File: src/rtl/efr_pkg.sv
// Shared types and constants of the escaped frame receiver.
package efr_pkg;

  localparam int unsigned CodeW = 8;
  localparam int unsigned IdxW  = 6;

  // Configuration register indexes.
  localparam logic [1:0] CFG_START  = 2'd0;
  localparam logic [1:0] CFG_STOP   = 2'd1;
  localparam logic [1:0] CFG_ESCAPE = 2'd2;

  // Register values after reset ('q', 'y', 's').
  localparam logic [CodeW-1:0] START_RST  = 8'd113;
  localparam logic [CodeW-1:0] STOP_RST   = 8'd121;
  localparam logic [CodeW-1:0] ESCAPE_RST = 8'd115;

  typedef enum logic [1:0] {
    ST_DATA     = 2'd0,
    ST_NO_START = 2'd1,
    ST_NO_STOP  = 2'd2,
    ST_DELIM    = 2'd3
  } status_e;

  typedef enum logic [2:0] {
    S_WAIT,
    S_DATA,
    S_STOP,
    S_READ,
    S_EMIT
  } state_e;

  // Commands from the controller to the datapath.
  typedef struct packed {
    logic    store;
    logic    set_esc;
    logic    clr_esc;
    logic    clr_pos;
    logic    load_err;
    status_e err_code;
    logic    rd;
    logic    load_data;
    logic    k_clr;
    logic    k_inc;
  } cmd_t;

  // Status from the datapath to the controller.
  typedef struct packed {
    logic is_start;
    logic is_stop;
    logic is_esc;
    logic esc_pend;
    logic pos_last;
    logic k_last;
    logic out_free;
  } stat_t;

endpackage

File: src/rtl/escaped_frame_receiver.sv
// Top level of the escaped frame receiver: byte-stuffed frame deframer.
//
// The receiver takes one link byte per item on the rx channel and recovers
// frames of FRAME_BYTES data bytes that open with the start code and close
// with the stop code; a byte after the escape code is stored literally. While
// a frame is being collected, one byte is accepted every cycle that the result
// register is free. After a good stop code the block stops accepting bytes and
// plays the frame back from its frame store: each result is first read from
// the store, whose read data is registered, and then loaded into the result
// register once that register is free, and the final data result carries
// last. A stray byte while waiting, a wrong byte where the stop code belongs,
// or an unescaped delimiter among the data produces one error result (last
// set, data zero) and the block goes back to waiting for a start code. The
// three codes are written through the cfg port at index 0 (start), 1 (stop)
// and 2 (escape); index 3 is ignored, and writes are meant to happen while
// the block is idle.
module escaped_frame_receiver
  import efr_pkg::*;
#(
  parameter int unsigned FRAME_BYTES = 8
) (
  input  logic             clk_i,
  input  logic             rst_ni,
  // Configuration writes.
  input  logic             cfg_valid_i,
  output logic             cfg_ready_o,
  input  logic [1:0]       cfg_index_i,
  input  logic [CodeW-1:0] cfg_data_i,
  // Received link bytes.
  input  logic             rx_valid_i,
  output logic             rx_ready_o,
  input  logic [CodeW-1:0] rx_byte_i,
  // Results.
  output logic             out_valid_o,
  input  logic             out_ready_i,
  output logic [1:0]       status_o,
  output logic [CodeW-1:0] data_byte_o,
  output logic [IdxW-1:0]  byte_index_o,
  output logic             last_o
);

  cmd_t  cmd;
  stat_t stat;

  // Configuration registers are plain flops, so a write is always taken.
  assign cfg_ready_o = 1'b1;

  // The controller owns the framing decisions and the rx handshake.
  efr_ctrl u_ctrl (
    .clk_i      (clk_i),
    .rst_ni     (rst_ni),
    .rx_valid_i (rx_valid_i),
    .rx_ready_o (rx_ready_o),
    .stat_i     (stat),
    .cmd_o      (cmd)
  );

  // The datapath holds codes, position, escape flag, frame store and results.
  efr_dp #(
    .FRAME_BYTES (FRAME_BYTES)
  ) u_dp (
    .clk_i        (clk_i),
    .rst_ni       (rst_ni),
    .cfg_valid_i  (cfg_valid_i),
    .cfg_index_i  (cfg_index_i),
    .cfg_data_i   (cfg_data_i),
    .rx_byte_i    (rx_byte_i),
    .cmd_i        (cmd),
    .stat_o       (stat),
    .out_valid_o  (out_valid_o),
    .out_ready_i  (out_ready_i),
    .status_o     (status_o),
    .data_byte_o  (data_byte_o),
    .byte_index_o (byte_index_o),
    .last_o       (last_o)
  );

endmodule

File: src/rtl/efr_ram.sv
// Generic single-write, single-read RAM with registered read data.
module efr_ram #(
  parameter int unsigned WIDTH = 8,
  parameter int unsigned DEPTH = 8
) (
  input  logic                                 clk_i,
  input  logic                                 we_i,
  input  logic [(DEPTH > 1 ? $clog2(DEPTH) : 1)-1:0] waddr_i,
  input  logic [WIDTH-1:0]                     wdata_i,
  input  logic                                 re_i,
  input  logic [(DEPTH > 1 ? $clog2(DEPTH) : 1)-1:0] raddr_i,
  output logic [WIDTH-1:0]                     rdata_o
);

  logic [WIDTH-1:0] mem_q [DEPTH];
  logic [WIDTH-1:0] rdata_q;

  always_ff @(posedge clk_i) begin
    if (we_i) begin
      mem_q[waddr_i] <= wdata_i;
    end
    if (re_i) begin
      rdata_q <= mem_q[raddr_i];
    end
  end

  assign rdata_o = rdata_q;

endmodule

File: src/rtl/efr_ctrl.sv
// Framing state machine of the escaped frame receiver.
module efr_ctrl
  import efr_pkg::*;
(
  input  logic  clk_i,
  input  logic  rst_ni,
  input  logic  rx_valid_i,
  output logic  rx_ready_o,
  input  stat_t stat_i,
  output cmd_t  cmd_o
);

  state_e state_q, state_d;
  logic   rx_ready;
  logic   accept;

  assign rx_ready = ((state_q == S_WAIT) || (state_q == S_DATA) || (state_q == S_STOP))
                    && stat_i.out_free;
  assign accept   = rx_valid_i && rx_ready;
  assign rx_ready_o = rx_ready;

  always_ff @(posedge clk_i or negedge rst_ni) begin
    if (!rst_ni) begin
      state_q <= S_WAIT;
    end else begin
      state_q <= state_d;
    end
  end

  // Next state.
  always_comb begin
    state_d = state_q;
    case (state_q)
      S_WAIT: begin
        if (accept && stat_i.is_start) state_d = S_DATA;
      end
      S_DATA: begin
        if (accept) begin
          if (stat_i.esc_pend) begin
            if (stat_i.pos_last) state_d = S_STOP;
          end else if (stat_i.is_esc) begin
            state_d = S_DATA;
          end else if (stat_i.is_stop || stat_i.is_start) begin
            state_d = S_WAIT;
          end else if (stat_i.pos_last) begin
            state_d = S_STOP;
          end
        end
      end
      S_STOP: begin
        if (accept) state_d = stat_i.is_stop ? S_READ : S_WAIT;
      end
      S_READ: state_d = S_EMIT;
      S_EMIT: begin
        if (stat_i.out_free) state_d = stat_i.k_last ? S_WAIT : S_READ;
      end
      default: state_d = S_WAIT;
    endcase
  end

  // Commands.
  always_comb begin
    cmd_o          = '0;
    cmd_o.err_code = ST_DATA;
    case (state_q)
      S_WAIT: begin
        if (accept) begin
          cmd_o.clr_esc = 1'b1;
          if (stat_i.is_start) begin
            cmd_o.clr_pos = 1'b1;
          end else begin
            cmd_o.load_err = 1'b1;
            cmd_o.err_code = ST_NO_START;
          end
        end
      end
      S_DATA: begin
        if (accept) begin
          if (stat_i.esc_pend) begin
            cmd_o.store   = 1'b1;
            cmd_o.clr_esc = 1'b1;
          end else if (stat_i.is_esc) begin
            cmd_o.set_esc = 1'b1;
          end else if (stat_i.is_stop || stat_i.is_start) begin
            cmd_o.load_err = 1'b1;
            cmd_o.err_code = ST_DELIM;
            cmd_o.clr_esc  = 1'b1;
          end else begin
            cmd_o.store = 1'b1;
          end
        end
      end
      S_STOP: begin
        if (accept) begin
          cmd_o.clr_esc = 1'b1;
          if (stat_i.is_stop) begin
            cmd_o.k_clr = 1'b1;
          end else begin
            cmd_o.load_err = 1'b1;
            cmd_o.err_code = ST_NO_STOP;
          end
        end
      end
      S_READ: cmd_o.rd = 1'b1;
      S_EMIT: begin
        if (stat_i.out_free) begin
          cmd_o.load_data = 1'b1;
          cmd_o.k_inc     = !stat_i.k_last;
        end
      end
      default: cmd_o = '0;
    endcase
  end

endmodule

File: src/rtl/efr_dp.sv
// Datapath of the escaped frame receiver: codes, counters, frame store and result register.
module efr_dp
  import efr_pkg::*;
#(
  parameter int unsigned FRAME_BYTES = 8
) (
  input  logic             clk_i,
  input  logic             rst_ni,
  input  logic             cfg_valid_i,
  input  logic [1:0]       cfg_index_i,
  input  logic [CodeW-1:0] cfg_data_i,
  input  logic [CodeW-1:0] rx_byte_i,
  input  cmd_t             cmd_i,
  output stat_t            stat_o,
  output logic             out_valid_o,
  input  logic             out_ready_i,
  output logic [1:0]       status_o,
  output logic [CodeW-1:0] data_byte_o,
  output logic [IdxW-1:0]  byte_index_o,
  output logic             last_o
);

  localparam int unsigned AW = (FRAME_BYTES > 1) ? $clog2(FRAME_BYTES) : 1;
  localparam int unsigned PW = $clog2(FRAME_BYTES + 1);

  logic [CodeW-1:0] start_q, stop_q, esc_code_q;
  logic [PW-1:0]    pos_q;
  logic             esc_q;
  logic [AW-1:0]    k_q;
  logic             out_valid_q;
  status_e          status_q;
  logic [CodeW-1:0] data_q;
  logic [IdxW-1:0]  index_q;
  logic             last_q;
  logic [CodeW-1:0] rdata;
  logic             out_free;
  logic             k_last;

  always_ff @(posedge clk_i or negedge rst_ni) begin
    if (!rst_ni) begin
      start_q    <= START_RST;
      stop_q     <= STOP_RST;
      esc_code_q <= ESCAPE_RST;
    end else if (cfg_valid_i) begin
      case (cfg_index_i)
        CFG_START:  start_q    <= cfg_data_i;
        CFG_STOP:   stop_q     <= cfg_data_i;
        CFG_ESCAPE: esc_code_q <= cfg_data_i;
        default:    ;
      endcase
    end
  end

  efr_ram #(
    .WIDTH (CodeW),
    .DEPTH (FRAME_BYTES)
  ) u_store (
    .clk_i   (clk_i),
    .we_i    (cmd_i.store),
    .waddr_i (pos_q[AW-1:0]),
    .wdata_i (rx_byte_i),
    .re_i    (cmd_i.rd),
    .raddr_i (k_q),
    .rdata_o (rdata)
  );

  assign k_last   = (k_q == AW'(FRAME_BYTES - 1));
  assign out_free = !out_valid_q || out_ready_i;

  always_ff @(posedge clk_i or negedge rst_ni) begin
    if (!rst_ni) begin
      pos_q       <= '0;
      esc_q       <= 1'b0;
      k_q         <= '0;
      out_valid_q <= 1'b0;
    end else begin
      if (cmd_i.clr_pos) begin
        pos_q <= '0;
      end else if (cmd_i.store) begin
        pos_q <= pos_q + PW'(1);
      end
      if (cmd_i.clr_esc) begin
        esc_q <= 1'b0;
      end else if (cmd_i.set_esc) begin
        esc_q <= 1'b1;
      end
      if (cmd_i.k_clr) begin
        k_q <= '0;
      end else if (cmd_i.k_inc) begin
        k_q <= k_q + AW'(1);
      end
      if (cmd_i.load_err || cmd_i.load_data) begin
        out_valid_q <= 1'b1;
      end else if (out_ready_i) begin
        out_valid_q <= 1'b0;
      end
    end
  end

  // Result payload; an error carries a zero byte and always closes its item.
  always_ff @(posedge clk_i) begin
    if (cmd_i.load_err) begin
      status_q <= cmd_i.err_code;
      data_q   <= '0;
      index_q  <= (cmd_i.err_code == ST_NO_START) ? '0 : IdxW'(pos_q);
      last_q   <= 1'b1;
    end else if (cmd_i.load_data) begin
      status_q <= ST_DATA;
      data_q   <= rdata;
      index_q  <= IdxW'(k_q);
      last_q   <= k_last;
    end
  end

  assign stat_o.is_start = (rx_byte_i == start_q);
  assign stat_o.is_stop  = (rx_byte_i == stop_q);
  assign stat_o.is_esc   = (rx_byte_i == esc_code_q);
  assign stat_o.esc_pend = esc_q;
  assign stat_o.pos_last = (pos_q == PW'(FRAME_BYTES - 1));
  assign stat_o.k_last   = k_last;
  assign stat_o.out_free = out_free;

  assign out_valid_o  = out_valid_q;
  assign status_o     = status_q;
  assign data_byte_o  = data_q;
  assign byte_index_o = index_q;
  assign last_o       = last_q;

`ifndef NO_ASSERTIONS
  // A new result is only loaded when the result register is free.
  assert property (@(posedge clk_i) disable iff (!rst_ni)
    (cmd_i.load_err || cmd_i.load_data) |-> out_free)
    else $error("result register overwritten");

  // The frame store is never written past the end of the frame.
  assert property (@(posedge clk_i) disable iff (!rst_ni)
    cmd_i.store |-> (pos_q < PW'(FRAME_BYTES)))
    else $error("frame store overflow");

  // Error results are single items with a zero byte.
  assert property (@(posedge clk_i) disable iff (!rst_ni)
    (out_valid_o && (status_o != ST_DATA)) |-> (last_o && (data_byte_o == '0)))
    else $error("malformed error result");

  // The final data byte of a frame carries the last mark.
  assert property (@(posedge clk_i) disable iff (!rst_ni)
    (cmd_i.load_data && k_last) |=> (out_valid_o && last_o))
    else $error("frame end not marked");
`endif

endmodule
File: config.mk
export PLATFORM = sky130hd
export DESIGN_NAME = escaped_frame_receiver
export DESIGN_NICKNAME = d
export VERILOG_FILES = /design/src/rtl/efr_pkg.sv /design/src/rtl/escaped_frame_receiver.sv /design/src/rtl/efr_ram.sv /design/src/rtl/efr_ctrl.sv /design/src/rtl/efr_dp.sv
export SDC_FILE = /design/constraint.sdc
export NUM_CORES = 1
export LEC_CHECK = 0
export BUFFER_PORTS_ARGS = -buffer_cell sky130_fd_sc_hd__buf_2
export CORE_UTILIZATION = 48
export DETAILED_ROUTE_END_ITERATION = 8
export GPL_TIMING_DRIVEN = 0
export PLACE_DENSITY = 0.67
export SLEW_MARGIN = 10
export SYNTH_ARGS = -nofsm -noshare
export SYNTH_HDL_FRONTEND = slang
export SYNTH_HIERARCHICAL = 1
export SYNTH_SLANG_ARGS = --single-unit
File: constraint.sdc
create_clock -name clk_i -period 4.8 [get_ports clk_i]
set_clock_uncertainty 0.1 [all_clocks]
set_input_delay 1.2 -clock clk_i [delete_from_list [all_inputs] [get_ports clk_i]]
set_output_delay 1.2 -clock clk_i [all_outputs]
set_load 0.01 [all_outputs]
==> results_dict.tcl <==
set metrics [dict create \
    numCtsBuffers 17 \
    top_layer "met4" \
    whs_path_depth 2 \
    n_antenna_cell 0 \
    hpwl_um 6460 \
    cts_root_buffer "clkbuf_8" \
    synth_cells 349 \
    period_share_pct 79.4 \
    synth_seq_cells 123 \
    rrSetupSlack_ps 1430 \
    wl_met3_um 473 \
    holdCritPathClass "reg -> reg" \
    ir_drop_v 0.000226 \
    yosys-top-cells-area "edfxtp_1 (43%), dfrtp_1 (10%), mux4_1 (7.3%)" \
    p_leak_nw 2.37 \
    detail_route.wl_per_cell_um 17.3 \
    worst_pin_slew_ps 985 \
    die_area_um2 11700 \
    area.growth.synth_to_final_pct 18.1 \
    drive_above_1_share_pct 33.3 \
    fp.dieW_um 108 \
    wl_met2_um 4840 \
    gp_congestion 0.842 \
    synth.distinct_cells 49 \
    fmax_mhz 262 \
    layout_commonest_cell "edfxtp_1" \
    drtAntennaViolNets 0 \
    worstHoldStart "u_dp/data_byte_o[2]$_SDFFE_PP0P_" \
    grt_util_all_layers_pct 18.8 \
    period_needed_ps 3810 \
    reg2reg_depth 8 \
    yosysTopAreaCell "edfxtp_1" \
    outcome "completed" \
    rsz0062_at_grt "false" \
    clk_path_buf_depth 2 \
    timing.rr.start "u_dp/stop_q[6]$_DFFE_PN1P_" \
    drv_slew 0 \
    drtIter0Drc 194 \
    hold_end "u_dp/data_byte_o[2]$_SDFFE_PP0P_" \
    setup_tns_ps 0 \
    final_cell_mix "edfxtp_1 (78), buf_2 (44), nor2_1 (37), mux2_2 (32), xnor2_1 (26)" \
    io_pins 43 \
    fp-row-count 38 \
    async_flop_share_pct 29.3 \
    clock-sinks 123 \
    finalHoldViolCount 0 \
    ff_latch_area_um2 3440 \
    cts.repair.resized 0 \
    clk_latency_ps 520 \
    coreArea_um2 10900 \
    first_pass_iters 4 \
    hold_buffers 0 \
    grt_pass1_vias 3006 \
    cp_max_fo 11 \
    synth_edf_count 78 \
    syn_area_um2 5390 \
    cts_tree "yes" \
    n_fill_cell 863 \
    synth_top_area_share_pct 43.5 \
    yosys_warnings 6 \
    remaining_drc_errors 0 \
    vias_per_cell 5.40 \
    finalSetupViolations 0 \
    seq_area_frac_synth_pct 63.8 \
    cp_data_arrival_time_ps 3850 \
    initial_core_util_pct 49.5 \
    wl_um 9720 \
    grt_start_max_net_pins 37 \
    path_class "in -> reg" \
    io_buffers 39 \
    whs_ps 389 \
    syn_avg_cell_area_um2 15.4 \
    cap_violations 0 \
    startpoint_type "input pin" \
    grt_pass1_wl_um 15500 \
    post_cts_buffers 0 \
    antenna_found_initial 0 \
    r2r-end "u_dp/u_store/mem_q[2][6]$_DFFE_PP_" \
    grt-ovfl-total 0 \
    synth_top_flop_cell "edfxtp_1" \
    cts_max_level 4 \
    num_vias 3030 \
    multiInputGateArea_um2 1820 \
    dieHeight_um 108 \
    final_nets 434 \
    crit_required_ps 4840 \
    slew_headroom_pct 34.1 \
    path_clk_slew_ps 60 \
    endpoint_kind "register" \
    power_density_nw_per_um2 515 \
    met1Wirelength_um 4250 \
]
-- how the worst max path moves through the flow --
| stage | start | to | slack (ps) | depth (start not counted) |
|---|---|---|---|---|
| after floorplan | rx_byte_i[7] | u_dp/u_store/mem_q[4][0]$_DFFE_PP_ | 1230 | 8 |
| after global placement | rx_byte_i[4] | u_dp/u_store/mem_q[4][6]$_DFFE_PP_ | 260 | 9 |
| after detailed placement | rx_byte_i[7] | u_dp/u_store/mem_q[0][6]$_DFFE_PP_ | 200 | 9 |
| after CTS | rx_byte_i[7] | u_dp/u_store/mem_q[0][6]$_DFFE_PP_ | 740 | 9 |
| after global routing | rx_byte_i[7] | u_dp/u_store/mem_q[2][6]$_DFFE_PP_ | 810 | 9 |
| final | rx_byte_i[7] | u_dp/u_store/mem_q[2][6]$_DFFE_PP_ | 990 | 9 |
-- state kept, by name, indices dropped and copies added, names as in the netlist --
| name | count |
|---|---|
| u_dp/u_store/rdata_o | 8 |
| u_dp/stop_q | 8 |
| u_dp/out_valid_o | 1 |
| u_dp/byte_index_o | 4 |
| u_dp/esc_q | 1 |
| u_dp/pos_q | 4 |
| u_dp/start_q | 8 |
| u_dp/data_byte_o | 8 |
| u_dp/status_o | 2 |
| u_dp/u_store/mem_q | 64 |
| u_dp/k_q | 3 |
| u_dp/last_o | 1 |
| u_dp/esc_code_q | 8 |
| u_ctrl/state_q | 3 |
-- through the flow --
step | worst slack [ps] | cell area, um2 | std cells | util, % | power, W
5_1_grt | 807 | 6370 | 561 | 58.5 | 0.00342
2_1_floorplan | 1230 | 5390 | 350 | - | 0.00186
4_1_cts | 743 | 6360 | 561 | 58.4 | 0.00331
3_3_place_gp | 262 | 5760 | 529 | 52.9 | 0.00202
6_report | 987 | 6370 | 561 | 58.5 | 0.00328
3_5_place_dp | 200 | 5760 | 529 | 52.9 | 0.00204
-- cell usage after synthesis, types with 2 or more instances --
library cell,instances
inv_1,4
conb_1,2
xnor2_1,26
xor2_1,2
ha_1,3
a21oi_1,6
dfstp_2,14
buf_2,5
o21ai_0,2
and3b_1,2
mux4_1,15
and3_1,2
nand3b_2,2
clkbuf_1,2
nand4_1,7
dfrtp_1,22
nand2b_1,7
and2_1,2
nand2_1,14
nor2b_1,5
buf_4,6
nor2_1,37
dfxtp_1,9
o22ai_1,4
edfxtp_1,78
mux2_2,32
buf_6,2
mux2i_1,11
nor3_1,5
o21bai_1,2
-- per-layer routing --
layer	vias up	track usage, %
met5	-	0
met4	0	7.73
met3	17	6.57
met2	78	30.3
met1	1512	23.1
li1	1423	-
-- cell families after synthesis --
kind of cell | Yosys count | share of synthesized area (%)
other | 2 | 0.139
buffers and inverters | 21 | 2.58
flip-flops | 123 | 63.8
AO/OA/AOI/OAI | 20 | 2.44
AND/OR/NAND/NOR | 93 | 9.31
XOR/XNOR | 28 | 4.55
adder cells (fa/ha/maj) | 3 | 0.696
multiplexers | 59 | 16.5
-- report_power, final --
| group | switching (W) | total (W) | internal, W |
|---|---|---|---|
| sequential | 0.0000910 | 0.00140 | 0.00131 |
| clock | 0.000441 | 0.00126 | 0.000816 |
| combinational | 0.000315 | 0.000624 | 0.000309 |
-- cell type report --
class	count	share of cell area, %
buffer	17	1.95
clock buffer	21	7.06
clock inverter	11	2.24
inverter	4	0.236
multi-input combinational	206	28.7
sequential	123	54.0
tap	140	2.75
timing repair buffer	39	3.07
-- worst max-delay path: stages --
cell and delay, ps:
buf_2 230, xnor2_1 120, nand4_1 140, nor2_1 110, nor2_1 260, o21ai_1 130, nor3_1 610, nand2b_1 240
nor2_1 810
No activity file was read; power rests on OpenSTA's default activity.
